[src/design/gamepad_frame_parser_assert.svh]
// Assertion macros for the gamepad frame parser.
`ifndef GAMEPAD_FRAME_PARSER_ASSERT_SVH
`define GAMEPAD_FRAME_PARSER_ASSERT_SVH
`ifndef SYNTH
// same-cycle implication
`define GFP_ASSERT_IMPL(label, clk, rst, ante, cons) \
  label: assert property (@(posedge clk) disable iff (rst) (ante) |-> (cons)) \
    else $error("gamepad_frame_parser: implication check failed");
// next-cycle implication
`define GFP_ASSERT_NEXT(label, clk, rst, ante, cons) \
  label: assert property (@(posedge clk) disable iff (rst) (ante) |=> (cons)) \
    else $error("gamepad_frame_parser: next-cycle check failed");
`else
`define GFP_ASSERT_IMPL(label, clk, rst, ante, cons)
`define GFP_ASSERT_NEXT(label, clk, rst, ante, cons)
`endif
`endif

[src/design/gfp_pkg.sv]
// Shared constants, types and helpers for the gamepad frame parser.
package gfp_pkg;

  localparam int BUF_DEPTH = 16;
  localparam int BUF_AW    = $clog2(BUF_DEPTH);
  localparam int CNT_W     = $clog2(BUF_DEPTH + 1);

  localparam logic [CNT_W-1:0] HEX_NEED = CNT_W'(12);
  localparam logic [CNT_W-1:0] DEC_NEED = CNT_W'(16);

  localparam int ADDR_W    = 5;
  localparam int REG_IDX_W = 2;
  localparam logic [REG_IDX_W-1:0] REG_KEY_LOW    = 2'd0;
  localparam logic [REG_IDX_W-1:0] REG_KEY_HIGH   = 2'd1;
  localparam logic [REG_IDX_W-1:0] REG_HOLD_TICKS = 2'd2;

  localparam logic [15:0] HOLD_RESET = 16'd100;

  localparam logic [7:0] CH_ZERO   = 8'h30;
  localparam logic [7:0] CH_NINE   = 8'h39;
  localparam logic [7:0] ALPHA_OFS = 8'd55;
  localparam logic [7:0] PWM_MAX   = 8'd255;

  localparam logic [3:0] DIR_FWD  = 4'b1010;
  localparam logic [3:0] DIR_REV  = 4'b0101;
  localparam logic [3:0] DIR_STOP = 4'b0000;

  typedef struct packed {
    logic [63:0] key_low;
    logic [15:0] key_high;
    logic [15:0] hold_ticks;
  } gfp_cfg_t;

  typedef struct packed {
    logic       keypad;
    logic       joy;
    logic       is_dec;
    logic [7:0] key;
  } gfp_event_t;

  typedef struct packed {
    logic start;
    logic is_dec;
  } gfp_dec_ctrl_t;

  function automatic logic is_key(input logic [7:0] b, input logic [63:0] lo,
                                  input logic [15:0] hi);
    logic hit;
    hit = 1'b0;
    for (int i = 0; i < 8; i++) begin
      if (lo[8*i +: 8] == b) hit = 1'b1;
    end
    if (hi[7:0] == b || hi[15:8] == b) hit = 1'b1;
    return hit;
  endfunction

endpackage

[src/design/gfp_cfg.sv]
// APB register file: key codes and hold time.
module gfp_cfg (
  input  logic                      clk,
  input  logic                      rst,
  input  logic                      psel,
  input  logic                      penable,
  input  logic                      pwrite,
  input  logic [gfp_pkg::ADDR_W-1:0] paddr,
  input  logic [63:0]               pwdata,
  output logic [63:0]               prdata,
  output logic                      pready,
  output gfp_pkg::gfp_cfg_t         cfg
);
  import gfp_pkg::*;

  logic [REG_IDX_W-1:0] idx;
  logic                 wr;

  assign idx    = paddr[ADDR_W-1:3];
  assign wr     = psel && penable && pwrite;
  assign pready = 1'b1;

  always_ff @(posedge clk) begin
    if (rst) begin
      cfg.key_low    <= '0;
      cfg.key_high   <= '0;
      cfg.hold_ticks <= HOLD_RESET;
    end else if (wr) begin
      case (idx)
        REG_KEY_LOW:    cfg.key_low    <= pwdata;
        REG_KEY_HIGH:   cfg.key_high   <= pwdata[15:0];
        REG_HOLD_TICKS: cfg.hold_ticks <= pwdata[15:0];
        default: ;
      endcase
    end
  end

  always_comb begin
    case (idx)
      REG_KEY_LOW:    prdata = cfg.key_low;
      REG_KEY_HIGH:   prdata = {48'd0, cfg.key_high};
      REG_HOLD_TICKS: prdata = {48'd0, cfg.hold_ticks};
      default:        prdata = '0;
    endcase
  end

endmodule

[src/design/gfp_frame.sv]
// Frame buffer with byte intake, hold timer and frame classification.
module gfp_frame (
  input  logic                       clk,
  input  logic                       rst,
  input  logic                       accept,
  input  logic                       action,
  input  logic [7:0]                 rx_byte,
  input  gfp_pkg::gfp_cfg_t          cfg,
  input  logic                       clear,
  input  logic [gfp_pkg::BUF_AW-1:0] rd_addr,
  output logic [7:0]                 rd_data,
  output gfp_pkg::gfp_event_t        evt
);
  import gfp_pkg::*;

  typedef enum logic [3:0] {
    FK_EMPTY = 4'b0001,
    FK_HOLD  = 4'b0010,
    FK_HEX   = 4'b0100,
    FK_DEC   = 4'b1000
  } fk_t;

  logic [7:0]       fb [BUF_DEPTH];
  logic [CNT_W-1:0] cnt, cnt_next, cnt1;
  fk_t              kind, kind_next, kind1;
  logic [15:0]      elapsed, elapsed_next, el1;
  logic             wr_en;
  logic [BUF_AW-1:0] wr_addr;
  logic [7:0]       b0, b3;
  logic [CNT_W-1:0] need;

  assign rd_data = fb[rd_addr];

  always_comb begin
    kind1   = kind;
    cnt1    = cnt;
    el1     = elapsed;
    wr_en   = 1'b0;
    wr_addr = cnt[BUF_AW-1:0];
    // intake
    if (!action) begin
      if (kind == FK_EMPTY) begin
        if (is_key(rx_byte, cfg.key_low, cfg.key_high)) begin
          wr_en   = 1'b1;
          wr_addr = '0;
          cnt1    = CNT_W'(1);
          kind1   = FK_HOLD;
          el1     = '0;
        end
      end else if (cnt >= CNT_W'(BUF_DEPTH)) begin
        cnt1  = '0;
        kind1 = FK_EMPTY;
        el1   = '0;
      end else begin
        wr_en = 1'b1;
        cnt1  = cnt + CNT_W'(1);
      end
    end else if (kind == FK_HOLD && elapsed != 16'hFFFF) begin
      el1 = elapsed + 16'd1;
    end

    b0 = (wr_en && wr_addr == BUF_AW'(0)) ? rx_byte : fb[0];
    b3 = (wr_en && wr_addr == BUF_AW'(3)) ? rx_byte : fb[3];

    kind_next    = kind1;
    cnt_next     = cnt1;
    elapsed_next = el1;
    evt.keypad   = 1'b0;
    evt.joy      = 1'b0;
    // classification once the hold time has run
    if (kind1 == FK_HOLD && el1 >= cfg.hold_ticks) begin
      if (cnt1 == CNT_W'(1)) begin
        evt.keypad   = 1'b1;
        kind_next    = FK_EMPTY;
        cnt_next     = '0;
        elapsed_next = '0;
      end else if (b0 == cfg.key_low[7:0]) begin
        if (cnt1 > CNT_W'(3)) kind_next = (b3 == cfg.key_low[15:8]) ? FK_HEX : FK_DEC;
      end else begin
        kind_next    = FK_EMPTY;
        cnt_next     = '0;
        elapsed_next = '0;
      end
    end

    need = (kind_next == FK_HEX) ? HEX_NEED : DEC_NEED;
    if (kind_next == FK_HEX || kind_next == FK_DEC) begin
      if (cnt_next == need) begin
        evt.joy = 1'b1;       // frame kept until the decoder finishes
      end else if (cnt_next > need) begin
        kind_next    = FK_EMPTY;
        cnt_next     = '0;
        elapsed_next = '0;
      end
    end
    evt.is_dec = (kind_next == FK_DEC);
    evt.key    = b0;
  end

  always_ff @(posedge clk) begin
    if (rst) begin
      cnt     <= '0;
      kind    <= FK_EMPTY;
      elapsed <= '0;
    end else if (clear) begin
      cnt     <= '0;
      kind    <= FK_EMPTY;
      elapsed <= '0;
    end else if (accept) begin
      cnt     <= cnt_next;
      kind    <= kind_next;
      elapsed <= elapsed_next;
    end
  end

  always_ff @(posedge clk) begin
    if (accept && wr_en) fb[wr_addr] <= rx_byte;
  end

endmodule

[src/design/gfp_decode.sv]
// Joystick decoder: one shared digit accumulator walked over the field bytes.
module gfp_decode (
  input  logic                       clk,
  input  logic                       rst,
  input  gfp_pkg::gfp_dec_ctrl_t     ctrl,
  output logic [gfp_pkg::BUF_AW-1:0] rd_addr,
  input  logic [7:0]                 rd_data,
  output logic                       done,
  output logic [3:0]                 held_dir,
  output logic [7:0]                 held_left,
  output logic [7:0]                 held_right
);
  import gfp_pkg::*;

  typedef enum logic [2:0] {
    DS_IDLE = 3'b001,
    DS_BYTE = 3'b010,
    DS_MIX  = 3'b100
  } ds_t;

  ds_t         st;
  logic        is_dec;
  logic [1:0]  pos;
  logic [1:0]  fld;
  logic [7:0]  val, val_next;
  logic        nz;
  logic [2:0]  zeros, zeros_next;
  logic        turn;
  logic        last_byte;
  logic        digit;
  logic [7:0]  shifted, addend;
  logic [7:0]  inv;

  // shared unit: value*10 or value<<4, plus the digit's worth
  always_comb begin
    digit   = rd_data inside {[CH_ZERO:CH_NINE]};
    shifted = (digit && is_dec) ? ({val[4:0], 3'b000} + {val[6:0], 1'b0})
                                : {val[3:0], 4'b0000};
    addend  = digit ? {4'b0000, rd_data[3:0]} : (rd_data - ALPHA_OFS);
    val_next = shifted + addend;
  end

  assign last_byte  = (pos == (is_dec ? 2'd2 : 2'd1));
  assign done       = (st == DS_MIX) && (fld == 2'd3);
  assign zeros_next = zeros + 3'd1;
  assign inv        = (val == PWM_MAX) ? PWM_MAX : ~val;

  always_ff @(posedge clk) begin
    if (rst) begin
      st         <= DS_IDLE;
      held_dir   <= DIR_STOP;
      held_left  <= '0;
      held_right <= '0;
      turn       <= 1'b0;
    end else begin
      case (st)
        DS_IDLE: begin
          if (ctrl.start) begin
            is_dec  <= ctrl.is_dec;
            rd_addr <= BUF_AW'(1);
            pos     <= '0;
            fld     <= '0;
            val     <= '0;
            nz      <= 1'b0;
            zeros   <= '0;
            st      <= DS_BYTE;
          end
        end
        DS_BYTE: begin
          val <= val_next;
          nz  <= nz || (rd_data != CH_ZERO);
          if (last_byte) begin
            rd_addr <= rd_addr + BUF_AW'(2);   // skip the separator byte
            st      <= DS_MIX;
          end else begin
            rd_addr <= rd_addr + BUF_AW'(1);
            pos     <= pos + 2'd1;
          end
        end
        DS_MIX: begin
          if (nz) begin
            if (!fld[1]) begin
              turn       <= fld[0];
              held_left  <= inv;
              held_right <= inv;
            end else begin
              if (!turn) begin
                if (val > held_right) held_right <= val;
                else held_left <= val;
              end else begin
                if (val > held_left) held_left <= val;
                else held_right <= val;
              end
              held_dir <= (fld == 2'd2) ? DIR_FWD : DIR_REV;
            end
          end else begin
            zeros <= zeros_next;
            if (zeros_next == 3'd3) begin
              held_dir   <= DIR_STOP;
              held_left  <= '0;
              held_right <= '0;
            end
          end
          val <= '0;
          nz  <= 1'b0;
          pos <= '0;
          fld <= fld + 2'd1;
          st  <= (fld == 2'd3) ? DS_IDLE : DS_BYTE;
        end
        default: st <= DS_IDLE;
      endcase
    end
  end

endmodule

[src/design/gamepad_frame_parser.sv]
// Top level of the gamepad frame parser: sequencer, output register, assertions.
//
//  channel  | handshake           | beat contents
//  ---------+---------------------+-------------------------------------------
//  in       | in_valid / in_stall | action, rx_byte
//  out      | out_valid/out_stall | kind, key_code, direction, left_pwm, right_pwm
//  cfg      | APB psel/penable    | paddr, pwdata, prdata (64 bit), pready
//
// A byte or tick beat that yields no result is taken without stalling the input.
// A keypad result passes through intake, then handoff to the output register.
// A completed joystick frame, hex or decimal, is decoded over four fields: the decoder
// reads one field byte per cycle through the shared digit accumulator, then mixes
// each field in its own mix step.
// Handoff waits while out_stall holds a full output register; in_stall is high
// from the intake of a result-bearing beat until its handoff.
// rst is synchronous: control state and control registers return to reset values at once;
// the frame buffer needs no clearing pass (the fill count gates every read).
module gamepad_frame_parser (
  input  logic                       clk,
  input  logic                       rst,
  input  logic                       in_valid,
  output logic                       in_stall,
  input  logic                       action,
  input  logic [7:0]                 rx_byte,
  output logic                       out_valid,
  input  logic                       out_stall,
  output logic                       kind,
  output logic [7:0]                 key_code,
  output logic [3:0]                 direction,
  output logic [7:0]                 left_pwm,
  output logic [7:0]                 right_pwm,
  input  logic                       psel,
  input  logic                       penable,
  input  logic                       pwrite,
  input  logic [gfp_pkg::ADDR_W-1:0] paddr,
  input  logic [63:0]                pwdata,
  output logic [63:0]                prdata,
  output logic                       pready
);
  import gfp_pkg::*;

`include "gamepad_frame_parser_assert.svh"

  typedef enum logic [2:0] {
    ST_IDLE   = 3'b001,
    ST_DECODE = 3'b010,
    ST_PUT    = 3'b100
  } st_t;

  st_t           st;
  gfp_cfg_t      cfg;
  gfp_event_t    evt;
  gfp_dec_ctrl_t dec_ctrl;
  logic          in_acc;
  logic          dec_done;
  logic [BUF_AW-1:0] rd_addr;
  logic [7:0]    rd_data;
  logic [3:0]    held_dir;
  logic [7:0]    held_left, held_right;
  logic          res_joy;
  logic [7:0]    res_key;
  logic          load;

  assign in_stall = (st != ST_IDLE);
  assign in_acc   = in_valid && !in_stall;

  assign dec_ctrl.start  = in_acc && evt.joy;
  assign dec_ctrl.is_dec = evt.is_dec;

  // result moves into the output register when it is empty or draining
  assign load = (st == ST_PUT) && (!out_valid || !out_stall);

  gfp_cfg u_cfg (
    .clk     (clk),
    .rst     (rst),
    .psel    (psel),
    .penable (penable),
    .pwrite  (pwrite),
    .paddr   (paddr),
    .pwdata  (pwdata),
    .prdata  (prdata),
    .pready  (pready),
    .cfg     (cfg)
  );

  gfp_frame u_frame (
    .clk     (clk),
    .rst     (rst),
    .accept  (in_acc),
    .action  (action),
    .rx_byte (rx_byte),
    .cfg     (cfg),
    .clear   (dec_done),
    .rd_addr (rd_addr),
    .rd_data (rd_data),
    .evt     (evt)
  );

  gfp_decode u_decode (
    .clk        (clk),
    .rst        (rst),
    .ctrl       (dec_ctrl),
    .rd_addr    (rd_addr),
    .rd_data    (rd_data),
    .done       (dec_done),
    .held_dir   (held_dir),
    .held_left  (held_left),
    .held_right (held_right)
  );

  // sequencer
  always_ff @(posedge clk) begin
    if (rst) begin
      st <= ST_IDLE;
    end else begin
      case (st)
        ST_IDLE: begin
          if (in_acc && evt.keypad) begin
            res_joy <= 1'b0;
            res_key <= evt.key;
            st      <= ST_PUT;
          end else if (dec_ctrl.start) begin
            st <= ST_DECODE;
          end
        end
        ST_DECODE: begin
          if (dec_done) begin
            res_joy <= 1'b1;
            st      <= ST_PUT;
          end
        end
        ST_PUT: begin
          if (load) st <= ST_IDLE;
        end
        default: st <= ST_IDLE;
      endcase
    end
  end

  // output register
  always_ff @(posedge clk) begin
    if (rst) begin
      out_valid <= 1'b0;
    end else if (load) begin
      out_valid <= 1'b1;
    end else if (!out_stall) begin
      out_valid <= 1'b0;
    end
  end

  always_ff @(posedge clk) begin
    if (load) begin
      kind      <= res_joy;
      key_code  <= res_joy ? 8'd0 : res_key;
      direction <= res_joy ? held_dir : DIR_STOP;
      left_pwm  <= res_joy ? held_left : 8'd0;
      right_pwm <= res_joy ? held_right : 8'd0;
    end
  end

  // a beat never triggers both a keypad result and a joystick decode
  `GFP_ASSERT_IMPL(a_evt_excl, clk, rst, in_acc, !(evt.keypad && evt.joy))
  // the decoder only finishes while the sequencer waits on it
  `GFP_ASSERT_IMPL(a_done_in_decode, clk, rst, dec_done, st == ST_DECODE)
  // a handoff always leaves a valid beat at the output
  `GFP_ASSERT_NEXT(a_put_loads, clk, rst, load, out_valid)

endmodule

[config.mk]
export PLATFORM = sky130hd
export DESIGN_NAME = gamepad_frame_parser
export DESIGN_NICKNAME = d
export VERILOG_FILES = /design/src/design/gfp_pkg.sv /design/src/design/gfp_cfg.sv /design/src/design/gfp_frame.sv /design/src/design/gfp_decode.sv /design/src/design/gamepad_frame_parser.sv
export VERILOG_INCLUDE_DIRS = /design/src /design/src/design
export SDC_FILE = /design/constraint.sdc
export NUM_CORES = 1
export LEC_CHECK = 0
export ABC_AREA = 0
export BUFFER_PORTS_ARGS = -buffer_cell sky130_fd_sc_hd__clkbuf_2
export CAP_MARGIN = 30
export CORE_MARGIN = 4
export CORE_UTILIZATION = 26
export DETAILED_ROUTE_END_ITERATION = 10
export PLACE_DENSITY = 0.54
export SLEW_MARGIN = 20
export SYNTH_ARGS = -nofsm -noshare
export SYNTH_HDL_FRONTEND = slang
export SYNTH_SLANG_ARGS = --single-unit
export TNS_END_PERCENT = 10
[constraint.sdc]
create_clock -name clk -period 13.28 [get_ports clk]
set_input_delay 0.664 -clock clk [delete_from_list [all_inputs] [get_ports clk]]
set_output_delay 0.664 -clock clk [all_outputs]
set_load 0.01 [all_outputs]
# Yosys cells after proc, flatten, opt, wreduce, memory -nomap -nowiden
# Memory sizes are Yosys's and may differ from the RTL's. A register that Yosys moved wholly into a read port is not among the register bits.
# Index checks and enable logic that the tools add are counted.
[totals]
n_memories = 1
out_inout_bits = 96
reg_bits = 208
mem_bits_rw = 128
[mem_list]
columns = ["name", "words", "width", "read_ports", "rd_clocked_by_memory_dff", "write_ports", "line", "source"]
rows = [
  ["u_frame.fb", 16, 8, 3, 1, 1, "gfp_frame.sv:23", "logic [7:0] fb [BUF_DEPTH];"],
]
[op_classes]
add_sub_neg = 10
reduce_logical = 46
bitwise_logic = 3
magnitude_cmp = 8
eq_ne = 51
mux = 108
[op_table]
columns = ["op", "count"]
rows = [
  ["one-hot mux 64 bit (3 select lines)", 1],
  ["two-way mux 16 bit", 11],
  ["two-way mux 8 bit", 17],
  ["equality test 8 bit", 12],
  ["two-way mux 4 bit", 22],
  ["two-way mux 5 bit", 11],
  ["two-way mux 1 bit", 26],
  ["one-hot mux 8 bit (3 select lines)", 1],
  ["AND reduction 3 bit", 8],
  ["two-way mux 3 bit", 7],
  ["AND reduction 4 bit", 5],
  ["one-hot mux 3 bit (3 select lines)", 2],
  ["adder 16 x 1 -> 16 bit, second input constant", 1],
  ["adder 8 bit", 2],
  [">= comparator 16 bit", 1],
  ["> comparator 8 bit", 2],
  ["!= test 16 bit, second input constant", 1],
  ["!= test 4 bit, second input constant", 4],
  ["logical AND 1 bit", 14],
  ["equality test 4 x 2 -> 1 bit, second input constant", 3],
  ["!= test 2 bit, second input constant", 6],
  ["equality test 3 x 2 -> 1 bit, second input constant", 3],
  ["equality test 4 bit, second input constant", 2],
  ["equality test 8 bit, second input constant", 1],
  ["other kinds (41)", 63],
]

# Longest topological paths before layout
# Gate-level depths: netlist (run 1).
[depth]
ltp_word = 33
depth_mapped = 33
depth_no_buf = 30

# Modules after synthesis
# A second synthesis (run 1) with hierarchy kept.
[unflattened]
hier_cells = 1685
area_unflattened_um2 = 18467.7
[by_module_without_submodules]
columns = ["module", "cells_each", "area_each_um2", "instances", "seq_area_each_um2"]
rows = [
  ["gfp_frame", 732, 8805.9, 1, 4344.2],
  ["gfp_cfg", 497, 4802.1, 1, 1921.8],
  ["gfp_decode", 357, 3281.9, 1, 1071.0],
  ["gamepad_frame_parser", 99, 1577.8, 1, 1221.2],
]

# Least setup slack after synthesis (run 1)
# OpenSTA, ideal clock, no wires.
[synth_path]
path_type = "input-to-reg"
start = "input rx_byte[1]"
end = "register u_decode.nz (enable)"
arrival_time_ns = 5.834
required_ns = 12.902
cell_stages = 26
slack_ns = 7.068
setup_time_ns = 0.378
path_buffers = 2
path_cell_list = "buf_4 > xnor2_1 > nand4_1 > nor2_1 > or4_4 > nor4_2 > nor2_1 > nor2_1 > clkbuf_1 > o21ai_0 > o21ai_0 > ha_1 > and3_1 > nand3_1 > a21oi_1 > o41ai_1 > a21oi_1 > a21boi_0 > nand3_1 > a2bb2oi_1 > or3_1 > ha_1 > nand3_1 > nor4_4 > nand3_1 > a21oi_1"
[synth_between]
elab_chain_cells = 32
word_cells_on_any_way = 68
classes_between = "order compare (2); eq/ne (19); mux (39); reduce/logical (8)"
[synth_rtl]
columns = ["element", "line", "source"]
rows = [
  ["start: declaration", "gamepad_frame_parser.sv:24", "input logic [7:0] rx_byte,"],
  ["equality test 8 bit", "gfp_pkg.sv:51", "if (lo[8*i +: 8] == b) hit = 1'b1;"],
  ["two-way mux 1 bit (8 in a row)", "gfp_pkg.sv:51", ""],
  ["two-way mux 1 bit", "gfp_pkg.sv:53", "if (hi[7:0] == b || hi[15:8] == b) hit = 1'b1;"],
  ["two-way mux 1 bit", "gfp_frame.sv:42", "if (kind == FK_EMPTY) begin"],
  ["two-way mux 1 bit", "gfp_frame.sv:41", "if (!action) begin"],
  ["two-way mux 4 bit", "gfp_frame.sv:43", "if (is_key(rx_byte, cfg.key_low, cfg.key_high)) begin"],
  ["two-way mux 4 bit", "gfp_frame.sv:42", ""],
  ["two-way mux 4 bit", "gfp_frame.sv:41", ""],
  ["[9 not listed]", "n/a", ""],
  ["equality test 4 x 3 -> 1 bit", "gfp_frame.sv:86, gfp_frame.sv:87", ""],
  ["two-way mux 5 bit", "gfp_frame.sv:86", "need = (kind_next == FK_HEX) ? HEX_NEED : DEC_NEED;"],
  ["equality test 5 bit", "gfp_frame.sv:88", "if (cnt_next == need) begin"],
  ["two-way mux 1 bit", "gfp_frame.sv:88", ""],
  ["two-way mux 1 bit (*)", "gfp_frame.sv:87", "if (kind_next == FK_HEX || kind_next == FK_DEC) begin"],
  ["logical AND 1 bit (*)", "gamepad_frame_parser.sv:67", "assign dec_ctrl.start = in_acc && evt.joy;"],
  ["!= test 2 bit (no source line) (*)", "n/a", ""],
  ["AND reduction 3 bit (no source line) (*)", "n/a", ""],
  ["end signal: assignment", "gfp_decode.sv:71", "nz <= nz || (rd_data != CH_ZERO);"],
  ["end: declaration", "gfp_decode.sv:26", "logic nz;"],
]
# Mark *: on every way between the ends. The rest lies on a longest branch, timed or not. The select of a mux whose other input is x is not followed.
# A chain may end at the register's enable or synchronous reset.

# Worst setup path in the final report (run 1)
[layout_path]
start = "input rx_byte[4]"
end = "register u_decode.val[7] (enable)"
[layout_between]
elab_chain_cells = 32
word_cells_on_any_way = 68
classes_between = "order compare (2); eq/ne (19); mux (39); reduce/logical (8)"
[layout_rtl]
columns = ["element", "line", "source"]
rows = [
  ["equality test 8 bit", "gfp_pkg.sv:51", ""],
  ["two-way mux 1 bit (8 in a row)", "gfp_pkg.sv:51", ""],
  ["two-way mux 1 bit", "gfp_pkg.sv:53", ""],
  ["two-way mux 1 bit", "gfp_frame.sv:42", ""],
  ["two-way mux 1 bit", "gfp_frame.sv:41", ""],
  ["two-way mux 4 bit", "gfp_frame.sv:43", ""],
  ["two-way mux 4 bit", "gfp_frame.sv:42", ""],
  ["two-way mux 4 bit", "gfp_frame.sv:41", ""],
  ["[9 not listed]", "n/a", ""],
  ["equality test 4 x 3 -> 1 bit", "gfp_frame.sv:86, gfp_frame.sv:87", ""],
  ["two-way mux 5 bit", "gfp_frame.sv:86", ""],
  ["equality test 5 bit", "gfp_frame.sv:88", ""],
  ["two-way mux 1 bit", "gfp_frame.sv:88", ""],
  ["two-way mux 1 bit (*)", "gfp_frame.sv:87", ""],
  ["logical AND 1 bit (*)", "gamepad_frame_parser.sv:67", ""],
  ["!= test 2 bit (no source line) (*)", "n/a", ""],
  ["AND reduction 3 bit (no source line) (*)", "n/a", ""],
  ["end signal: assignment", "gfp_decode.sv:70", "val <= val_next;"],
  ["end: declaration", "gfp_decode.sv:25", "logic [7:0] val, val_next;"],
]
# Marks and branches as above.

==> results of run 1 <==
==> cell type report <==
cell class,count,share of cell area
Sequential cell,336,0.421
Multi-Input combinational cell,1196,0.396
Timing Repair Buffer,204,0.0543
Clock buffer,51,0.0542
Tap cell,864,0.0530
Clock inverter,23,0.0126
Inverter,49,0.00902
Antenna cell,1,0.000123
==> cells in the final DEF (no fill, tap or decap), drive strengths merged, types with 5 or more instances in the layout <==
| cell | count |
|---|---|
| nor3b | 6 |
| dfxtp | 151 |
| or2 | 10 |
| and3 | 9 |
| inv | 50 |
| o21a | 7 |
| a211oi | 7 |
| mux2i | 39 |
| buf | 28 |
| clkbuf | 227 |
| nor3 | 12 |
| edfxtp | 185 |
| a31oi | 7 |
| a22o | 16 |
| nand2b | 19 |
| xor2 | 54 |
| mux4 | 40 |
| a21oi | 159 |
| or3 | 6 |
| nor2 | 123 |
| xnor2 | 59 |
| nand2 | 257 |
| nor2b | 17 |
| a21o | 19 |
| o21ai | 59 |
| ha | 58 |
| nand3 | 25 |
| nand4 | 26 |
| bufinv | 5 |
| clkinv | 15 |
| and2 | 75 |
| nor4 | 14 |
| mux2 | 10 |
| a21boi | 5 |
==> sequential cells by signal (all words and copies together) (netlist names), 5 cells and up, named ones only <==
| register | count |
|---|---|
| u_cfg.cfg | 96 |
| u_decode.held_right | 8 |
| u_frame.cnt | 5 |
| res_key | 8 |
| u_decode.val | 8 |
| u_frame.fb | 128 |
| key_code | 8 |
| u_decode.held_left | 8 |
| u_frame.elapsed | 16 |
| left_pwm | 8 |
| right_pwm | 8 |
==> Yosys cell counts (10+ instances only) <==
cell      count
nand2_1     257
edfxtp_1    185
a21oi_1     159
dfxtp_1     151
nor2_1      122
and2_1       75
clkbuf_1     68
xnor2_1      59
ha_1         58
o21ai_0      58
xor2_1       54
inv_1        49
mux4_2       40
mux2i_1      39
nand4_1      26
nand3_1      25
a21o_1       19
nand2b_1     18
nor2b_1      17
a22o_1       16
nor3_1       12
nor4_1       12
mux2_2       10
or2_2        10
==> kinds of logic (layout without fill, tap and decap cells) <==
kind of cell               Yosys count  in the layout  synth area share
other                                1              2          0.000218
buffers and inverters              142            327            0.0356
and+or+nand+nor                    617            617             0.173
adders and majority gates           60             60            0.0444
AOI/OAI and AO/OA                  316            316             0.110
xor gates and xnor gates           113            113            0.0574
muxes                               89             89            0.0815
DFF                                336            336             0.498
==> tightest hold or removal path, stage by stage <==
cell and delay (ns):
clkbuf_2 0.08, nand2_1 0.05, a21oi_1 0.05
==> report_power, final <==
| group | switching, mW | internal, mW |
|---|---|---|
| logic | 0.0826 | 0.0419 |
| clock network | 0.446 | 0.688 |
| registers | 0.00761 | 1.10 |
| total | 0.536 | 1.83 |
==> worst max-delay path by stage <==
stage,startpoint,end,depth (start not counted)
2_1_floorplan,rx_byte[1],u_decode.nz,26
3_3_place_gp,rx_byte[4],u_decode.val[7],25
3_5_place_dp,rx_byte[4],u_decode.val[6],26
4_1_cts,rx_byte[4],u_decode.val[5],26
5_1_grt,rx_byte[4],u_decode.val[7],27
6_report,rx_byte[4],u_decode.val[7],27
==> stage by stage <==
step                setup WS [ns]  total power, mW  area [sq um]   util  hold slack [ns]
detailed placement           4.43             1.25         19000  0.289            0.472
finish                       5.54             2.37         20400  0.310            0.322
global route                 4.69             2.45         20400  0.310            0.301
CTS                          5.07             2.40         20400  0.310            0.279
global placement             4.66             1.25         18900  0.288            0.467
floorplan                    7.07             1.20         17200      -            0.448
==> metal layers <==
metal  global-route usage  vias to the layer above
met5                    0                        -
met4               0.0387                        0
met3               0.0212                       78
met2                0.217                      362
met1                0.179                     6229
li1                     -                     6234
==> impl_metrics.csv, run 1 <==
group,metric,value,unit
route,ant_nets,0,
sta,rsz0062_at_grt,"false",
yosys,synthArstFlopShare,0,
yosys,synth_area_leaders,"edfxtp_1 32%, dfxtp_1 18%, nand2_1 5.6%, mux4_2 5.2%, a21oi_1 4.6%",
worst_setup_path,worstSetupEndpointType,"register",
floorplanning,die_y,265,um
floorplanning,rows,94,
route,post_drt_wl_per_cell,17.4,um
global_routing,grt_max_degree,65,
yosys,yosysSeqAreaShare,0.498,
route,vias,12900,
worst_setup_path,reg2reg_setup_slack,6.00,ns
worst_setup_path,path_class,"in2reg",
placement,dpl.cell_count,2646,
cts,cts_buffers,40,
placement,io_buffers,176,
cts,clk_latency,0.56,ns
sta,tightestPinTransition,0.989,ns
route,drc,0,
yosys,syn_avg_cell_area,10.3,sq um
run_status,status,"completed",
sta,tns,0,ns
global_routing,grt-ovfl-total,0,
route,drt_iter0_drc,796,
final_layout,final_cells,2724,
global_routing,grt_pass1_wl,74.1,mm
power,powerDensity,116,nW/um^2
route,maxUsedRoutingLayer,"met4",
min_path,whs_path_depth,3,
placement,gp_congestion,0.868,
worst_setup_path,timing.rr.end,"u_decode.val[7]",
sta,hold_viol,0,
global_routing,antenna_found_initial,0,
flow_run,max_cap_viol_count,0,
final_layout,regArea,8580,sq um
floorplanning,core,65700,sq um
min_path,whs_endpoint,"u_cfg.cfg[68]",
route,wl,47.4,mm
sta,post-route-min-period,7.74,ns
yosys,netlist_instances,1674,
route,wl_met2,22.2,mm
placement,dp_hpwl,33.1,mm
cts,h-tree-depth,2,
floorplanning,die_area,70500,sq um
cts,clockBufferDepth,3,
floorplanning,start_util,0.262,
worst_setup_path,crit_top_cell,"nand3_1",
yosys,synth_top_area_share,0.322,
cts,post_cts_resized,0,
sta,fmax,129,MHz
yosys,synth.distinct_cells,78,
worst_setup_path,critPathTopFamily,"simple AND/OR/NAND/NOR gates",
worst_setup_path,critical_path_arrival,8.01,ns
route,met3_length,2.33,mm
final_layout,finalNetCount,1972,
worst_setup_path,crit_required,13.55,ns
worst_setup_path,max_stage_delay,0.69,ns
global_routing,first_global_vias,12700,
floorplanning,io_pins,181,
yosys,synth_seq_cells,336,
yosys,synth_flop_cell,"edfxtp_1",
yosys,netlist_area,17200,sq um
min_path,hold_path.class,"in2reg",
yosys,synth_fp_nets,1819,
final_layout,area_growth,18.3,%
yosys,synth_edf_count,185,
worst_setup_path,r2r-start,"u_cfg.cfg[36]",
worst_setup_path,start_kind,"primary input",
cts,clk_pin_slew,0.06,ns
yosys,ys_warn_count,0,
yosys,synth_top_area_cell,"edfxtp_1",
sta,setup_viol,0,
sta,finalMaxSlewViolations,0,
worst_setup_path,r2r_cells,26,
worst_setup_path,cpMaxStageDelayCell,"nor2_1",
sta,fin_skew,0.0252,ns
floorplanning,die_w,265,um
route,wl_met1,21.7,mm
final_layout,drive_above_1_share,0.188,
cts,clock_sinks,336,
final_layout,fill_cells,6774,
worst_setup_path,cp_max_fo,28,
route,routed_via_density,4.74,
global_routing,grtUsageTotal,0.132,
worst_setup_path,cp_num_buf_inv,3,
route,dr.pass1.iters,7,
final_layout,multi_input_area,8070,sq um
sta,period_share,0.583,
cts,cts_tree,"done",
min_path,min_from,"pwdata[36]",
cts,cts_setup_buffers,0,
cts,cts-root-buf,"clkbuf_16",
power,leakage,7.55,nW
sta,max_slew_margin,0.338,
cts,postCtsHoldBufs,0,
power,vdd_drop_max,0.0848,mV
No activity file was read; power rests on OpenSTA's default activity.
==> run 2: changes to the inputs <==
- ABC_AREA: 0 -> 1
- PLACE_DENSITY: 0.54 -> 0.55
- clock period: 13.28 -> 6.2 ns (I/O delays scaled with it)
==> run 2 against run 1 <==
Compared with the run above:
- sequential power increased by 130%
- die area increased by 3.5%
- sequential share of layout area decreased by 2.3 points
- first-iteration DRC count increased by 34%
- design area increased by 5.8%
- clock power increased by 120%
- largest cell class unchanged
==> impl_metrics.csv, run 2 <==
group,metric,value,unit
final_layout,top_regs,"u_frame.fb x128, u_cfg.cfg x96, u_frame.elapsed x16",
yosys,synth_area_leaders,"edfxtp_1 31%, dfxtp_1 17%, nand2_1 7.7%, o21ai_0 6.7%, inv_1 5.5%",
floorplanning,core,67600,sq um
final_layout,layout_common_cells,"366 x nand2_1, 258 x inv_1, 241 x nor2_1",
final_layout,area_growth,20.8,%
global_routing,grt_max_degree,101,
worst_setup_path,cp_max_fo,9,
final_layout,num_antenna_cells,0,
sta,fmax,176,MHz
yosys,synth_fp_nets,2282,
yosys,ys_warn_count,0,
worst_setup_path,worstSetupEndpointType,"register",
floorplanning,io_pins,181,
global_routing,first_global_vias,14100,
cts,cts-root-buf,"clkbuf_16",
worst_setup_path,reg2reg_setup_slack,0.53,ns
route,drt_iter0_drc,1065,
route,post_drt_wl_per_cell,15.9,um
cts,clk_latency,0.58,ns
final_layout,regMostFlops,"u_frame.fb",
cts,cts_tree,"done",
sta,setup_viol,0,
worst_setup_path,cp.depth,39,
yosys,netlist_area,17900,sq um
global_routing,grtUsageTotal,0.138,
global_routing,grt_pass1_wl,80.8,mm
cts,clk_pin_slew,0.06,ns
yosys,synthArstFlopShare,0,
worst_setup_path,crit_required,6.48,ns
final_layout,layout_commonest_cell,"nand2_1",
sta,tightestPinTransition,0.998,ns
worst_setup_path,start_kind,"register",
worst_setup_path,timing.rr.end,"u_decode.val[6]",
final_layout,finalNetCount,2496,
worst_setup_path,cp_num_buf_inv,7,
placement,io_buffers,176,
worst_setup_path,path_class,"reg2reg",
floorplanning,rows,95,
route,ant_nets,0,
floorplanning,die_w,270,um
power,leakage,8.62,nW
yosys,yosysSeqAreaShare,0.481,
cts,cts_setup_buffers,0,
final_layout,fill_cells,7138,
worst_setup_path,r2r-start,"u_frame.elapsed[0]",
yosys,synth.distinct_cells,56,
yosys,synth_edf_count,185,
worst_setup_path,startpoint,"u_frame.elapsed[0]",
yosys,synth_flop_cell,"edfxtp_1",
sta,fin_skew,0.0375,ns
yosys,synth_seq_cells,336,
worst_setup_path,r2r_cells,39,
global_routing,antenna_found_initial,1,
floorplanning,die_y,270,um
route,dr.pass1.iters,5,
floorplanning,die_area,72900,sq um
flow_run,max_cap_viol_count,0,
power,powerDensity,306,nW/um^2
final_layout,drive_above_1_share,0.170,
worst_setup_path,endpoint,"u_decode.val[6]",
route,drc,0,
worst_setup_path,critical_path_arrival,5.95,ns
cts,cts_buffers,41,
yosys,netlist_top_cells_count,"366 x nand2_1, 261 x inv_1, 244 x nor2_1",
placement,gp_congestion,0.832,
worst_setup_path,cpMaxStageDelayCell,"dfxtp_1",
sta,period_share,0.914,
power,vdd_drop_max,0.194,mV
sta,post-route-min-period,5.67,ns
route,routed_via_density,4.60,
sta,tns,0,ns
cts,clockBufferDepth,3,
floorplanning,start_util,0.264,
yosys,syn_avg_cell_area,8.35,sq um
route,wl,51.8,mm
worst_setup_path,max_stage_delay,0.33,ns
sta,hold_viol,0,
global_routing,grt-ovfl-total,0,
placement,dpl.cell_count,3167,
min_path,hold_path.class,"in2reg",
worst_setup_path,critPathTopFamily,"simple AND/OR/NAND/NOR gates",
sta,finalMaxSlewViolations,0,
yosys,netlist_instances,2137,
route,vias,15000,
min_path,whs_path_depth,3,
final_layout,largest_reg_flops,128,
final_layout,final_cells,3256,
yosys,synth.most_common_cell,"nand2_1",
run_status,status,"completed",
yosys,synth_top_area_cell,"edfxtp_1",
yosys,synth_top_area_share,0.311,
cts,h-tree-depth,2,
sta,max_slew_margin,0.332,
cts,clock_sinks,336,
placement,dp_hpwl,37.6,mm
final_layout,final_util,0.319,
==> run 2: through the flow <==
| step | hold WS (ns) | cell area, sq um | power (mW) | setup slack (ns) |
|---|---|---|---|---|
| global route | 0.0234 | 21600 | 6.99 | -0.00740 |
| floorplan | 0.409 | 17900 | 3.66 | 0.363 |
| detailed placement | 0.465 | 20000 | 4.16 | 0.0340 |
| finish | 0.0193 | 21600 | 6.61 | 0.534 |
| global placement | 0.457 | 20000 | 4.15 | 0.132 |
| CTS | 0.00149 | 21500 | 6.66 | 0.330 |
==> run 2: power breakdown <==
group,switching (mW),internal [mW],total (mW)
clock network,1.01,1.47,2.48
registers,0.0855,2.44,2.53
logic,1.05,0.544,1.60
==> run 2: area by class of cell <==
| cell class | count | area (sq um) | share of cell area |
|---|---|---|---|
| clock buffer | 53 | 1130 | 0.0525 |
| tap | 873 | 1090 | 0.0506 |
| inverter | 265 | 997 | 0.0462 |
| sequential | 336 | 8580 | 0.398 |
| multi-input combinational | 1441 | 7840 | 0.364 |
| clock inverter | 22 | 259 | 0.0120 |
| timing repair buffer | 266 | 1660 | 0.0770 |
==> run 2: logic make-up (layout without fill, tap and decap cells) <==
family / Yosys count / count (layout) / share of synthesized area
and+or+nand+nor: 791 / 791 / 0.196
muxes: 10 / 10 / 0.00561
other: 1 / 1 / 0.000210
DFF: 336 / 336 / 0.481
adders and majority gates: 60 / 60 / 0.0429
AOI/OAI and AO/OA: 515 / 515 / 0.160
buffers and inverters: 360 / 606 / 0.0826
xor gates and xnor gates: 64 / 64 / 0.0314
==> run 2: repair_timing <==
item                                    CTS  global route
endpoints found under the setup margin    0            44
resized for setup                         0            14
hold buffers                             11             0
endpoints found under the hold margin    11             0
==> run 2: worst min-delay path by stage <==
stage / from / endpoint / slack, ns
final: pwdata[19] / u_cfg.cfg[51] / 0.02
after global routing: pwdata[43] / u_cfg.cfg[75] / 0.02
after CTS: out_stall / out_valid / 0.001
after detailed placement: u_decode.held_dir[1] / u_decode.held_dir[1] / 0.46
after global placement: u_decode.held_dir[2] / u_decode.held_dir[2] / 0.46
after floorplan: rx_byte[0] / u_frame.fb[0][0] / 0.41
==> run 2: layer usage <==
| metal | wire (um) | vias to the layer above | track usage | share of wire |
|---|---|---|---|---|
| li1 | - | 7612 | - | - |
| met1 | 24900 | 6945 | 0.194 | 0.48 |
| met5 | 0 | - | 0 | 0 |
| met3 | 2500 | 73 | 0.0226 | 0.048 |
| met4 | 1210 | 0 | 0.0353 | 0.023 |
| met2 | 23300 | 335 | 0.221 | 0.45 |
==> run 2: tightest hold or removal path, stage by stage <==
cell	delay, ns
clkbuf_2	0.07
o21ai_0	0.07
a21oi_1	0.10
==> run 3: changes to the inputs <==
- GPL_ROUTABILITY_DRIVEN: not set -> 0
- HOLD_SLACK_MARGIN: not set -> 0.02
- PLACE_DENSITY: 0.55 -> 0.54
- clock period: 6.2 -> 5.99 ns (I/O delays scaled with it)
==> run 3 against run 2 <==
Compared with the run above:
- core utilization grew 0.88 points
- via count grew 4.2%
- global-route usage increased by 0.41 points
- hold slack better by 0.022 ns
- clock skew shrank 0.012 ns
- clock power about the same
- power rose by 3.8%
- wire length increased by 3.7%
- register-to-register slack got worse by 0.11 ns
- critical path type unchanged
- sequential cell count unchanged
==> impl_metrics.csv, run 3 (synthesis gave the netlist of run 2 again) <==
group,metric,value,unit
run_status,status,"completed",
final_layout,fill_cells,6972,
cts,cts-root-buf,"clkbuf_16",
sta,finalMaxSlewViolations,0,
sta,max_slew_margin,0.359,
global_routing,grt_max_degree,104,
sta,tightestPinTransition,0.953,ns
final_layout,final_area,22200,sq um
floorplanning,core,67600,sq um
worst_setup_path,path_class,"reg2reg",
worst_setup_path,cpMaxStageDelayCell,"dfxtp_1",
power,powerDensity,310,nW/um^2
placement,dp_hpwl,39.7,mm
sta,fmax,180,MHz
worst_setup_path,timing.rr.end,"u_decode.val[4]",
placement,post_dp_cell_area,20300,sq um
route,dr.pass1.iters,5,
route,wl,53.8,mm
placement,io_buffers,176,
worst_setup_path,critical_path_arrival,5.83,ns
floorplanning,rows,95,
worst_setup_path,max_stage_delay,0.35,ns
sta,period_share,0.929,
worst_setup_path,crit_top_cell,"nand2_1",
cts,clockBufferDepth,3,
min_path,min_from,"pwdata[14]",
worst_setup_path,start_kind,"register",
worst_setup_path,worstSetupEndpointType,"register",
floorplanning,io_pins,181,
route,drc,0,
global_routing,first_global_vias,15100,
final_layout,finalNetCount,2551,
cts,cts_buffers,42,
flow_run,max_cap_viol_count,0,
sta,fin_skew,0.0258,ns
min_path,hold_path.class,"in2reg",
final_layout,drive_above_1_share,0.177,
worst_setup_path,r2r-start,"u_cfg.cfg[36]",
cts,clk_latency,0.57,ns
cts,clock_sinks,336,
cts,clk_pin_slew,0.06,ns
power,vdd_drop_max,0.200,mV
worst_setup_path,r2r_cells,46,
final_layout,layout_commonest_cell,"nand2_1",
route,ant_nets,0,
min_path,whs_endpoint,"u_cfg.cfg[30]",
floorplanning,die_area,72900,sq um
sta,hold_viol,0,
global_routing,grt_pass1_wl,84.4,mm
cts,cts_tree,"done",
floorplanning,die_w,270,um
global_routing,grt-ovfl-total,0,
cts,h-tree-depth,2,
floorplanning,die_y,270,um
cts,cts_setup_buffers,0,
floorplanning,start_util,0.264,
worst_setup_path,crit_required,6.26,ns
power,leakage,8.90,nW
route,routed_via_density,4.71,
global_routing,antenna_found_initial,1,
final_layout,layout_common_cells,"365 x nand2_1, 258 x inv_1, 238 x nor2_1, 238 x o21ai_0, 185 x edfxtp_1",
min_path,whs_path_depth,3,
sta,post-route-min-period,5.56,ns
route,post_drt_wl_per_cell,16.2,um
sta,setup_viol,0,
worst_setup_path,reg2reg_setup_slack,0.43,ns
final_layout,area_growth,24.2,%
worst_setup_path,cp_max_fo,9,
final_layout,top_regs,"u_frame.fb x128, u_cfg.cfg x96, u_frame.elapsed x16",
final_layout,regMostFlops,"u_frame.fb",
route,drt_iter0_drc,1175,
final_layout,num_antenna_cells,0,
final_layout,largest_reg_flops,128,
global_routing,grtUsageTotal,0.142,
route,vias,15600,
sta,tns,0,ns
[run 3: power breakdown]
group / internal (mW) / switching (mW)
combinational: 0.601 / 1.13
clock: 1.50 / 1.01
sequential: 2.53 / 0.0844
total: 4.63 / 2.23
[run 3: metrics by stage]
step	util	total power, mW	hold WS (ns)	setup WS, ns	instances
3_3_place_gp	0.300	4.31	0.457	-0.00127	3192
4_1_cts	0.326	6.91	0.0214	0.0834	3308
3_5_place_dp	0.300	4.35	0.459	-0.160	3193
2_1_floorplan	-	3.79	0.398	0.163	2137
5_1_grt	0.328	7.24	0.0422	-0.0316	3311
6_report	0.328	6.86	0.0412	0.427	3311
[run 3: worst max path at each step]
stage	from	endpoint	slack, ns	depth (start not counted)
after global placement	rx_byte[6]	u_decode.val[6]	-0.001	47
after detailed placement	rx_byte[6]	u_decode.zeros[1]	-0.16	46
final	u_cfg.cfg[36]	u_decode.val[4]	0.43	46
after floorplan	rx_byte[6]	u_decode.nz	0.16	46
after global routing	u_frame.elapsed[0]	u_decode.val[4]	-0.03	41
after CTS	u_frame.elapsed[0]	u_decode.val[4]	0.08	37
[run 3: timing repair]
action,4_1_cts,5_1_grt
endpoints found under the setup margin,0,53
hold buffers,39,0
endpoints found under the hold margin,40,0
resized for setup,0,24
[run 3: final cells by class]
| cell class | count | area [sq um] | share of cell area |
|---|---|---|---|
| multi-input combinational | 1441 | 7880 | 0.355 |
| tap | 873 | 1090 | 0.0493 |
| inverter | 265 | 996 | 0.0449 |
| sequential | 336 | 8580 | 0.387 |
| clock inverter | 19 | 224 | 0.0101 |
| clock buffer | 57 | 1130 | 0.0509 |
| timing repair buffer | 320 | 2270 | 0.102 |
[run 3: per-layer routing]
metal	global-route usage	routed length, um	share of wire
met1	0.192	24200	0.45
met4	0.0362	1110	0.021
met2	0.236	25200	0.47
met3	0.0253	3230	0.060
met5	0	13	0.00024
[run 3: worst max-delay path: cells and delay by family (launching register included)]
kind	cells	cell delay, ns
AOI/OAI and AO/OA	8	1.05
DFF	1	0.35
and+or+nand+nor	26	2.43
buffers and inverters	10	0.90
adders and majority gates	2	0.56
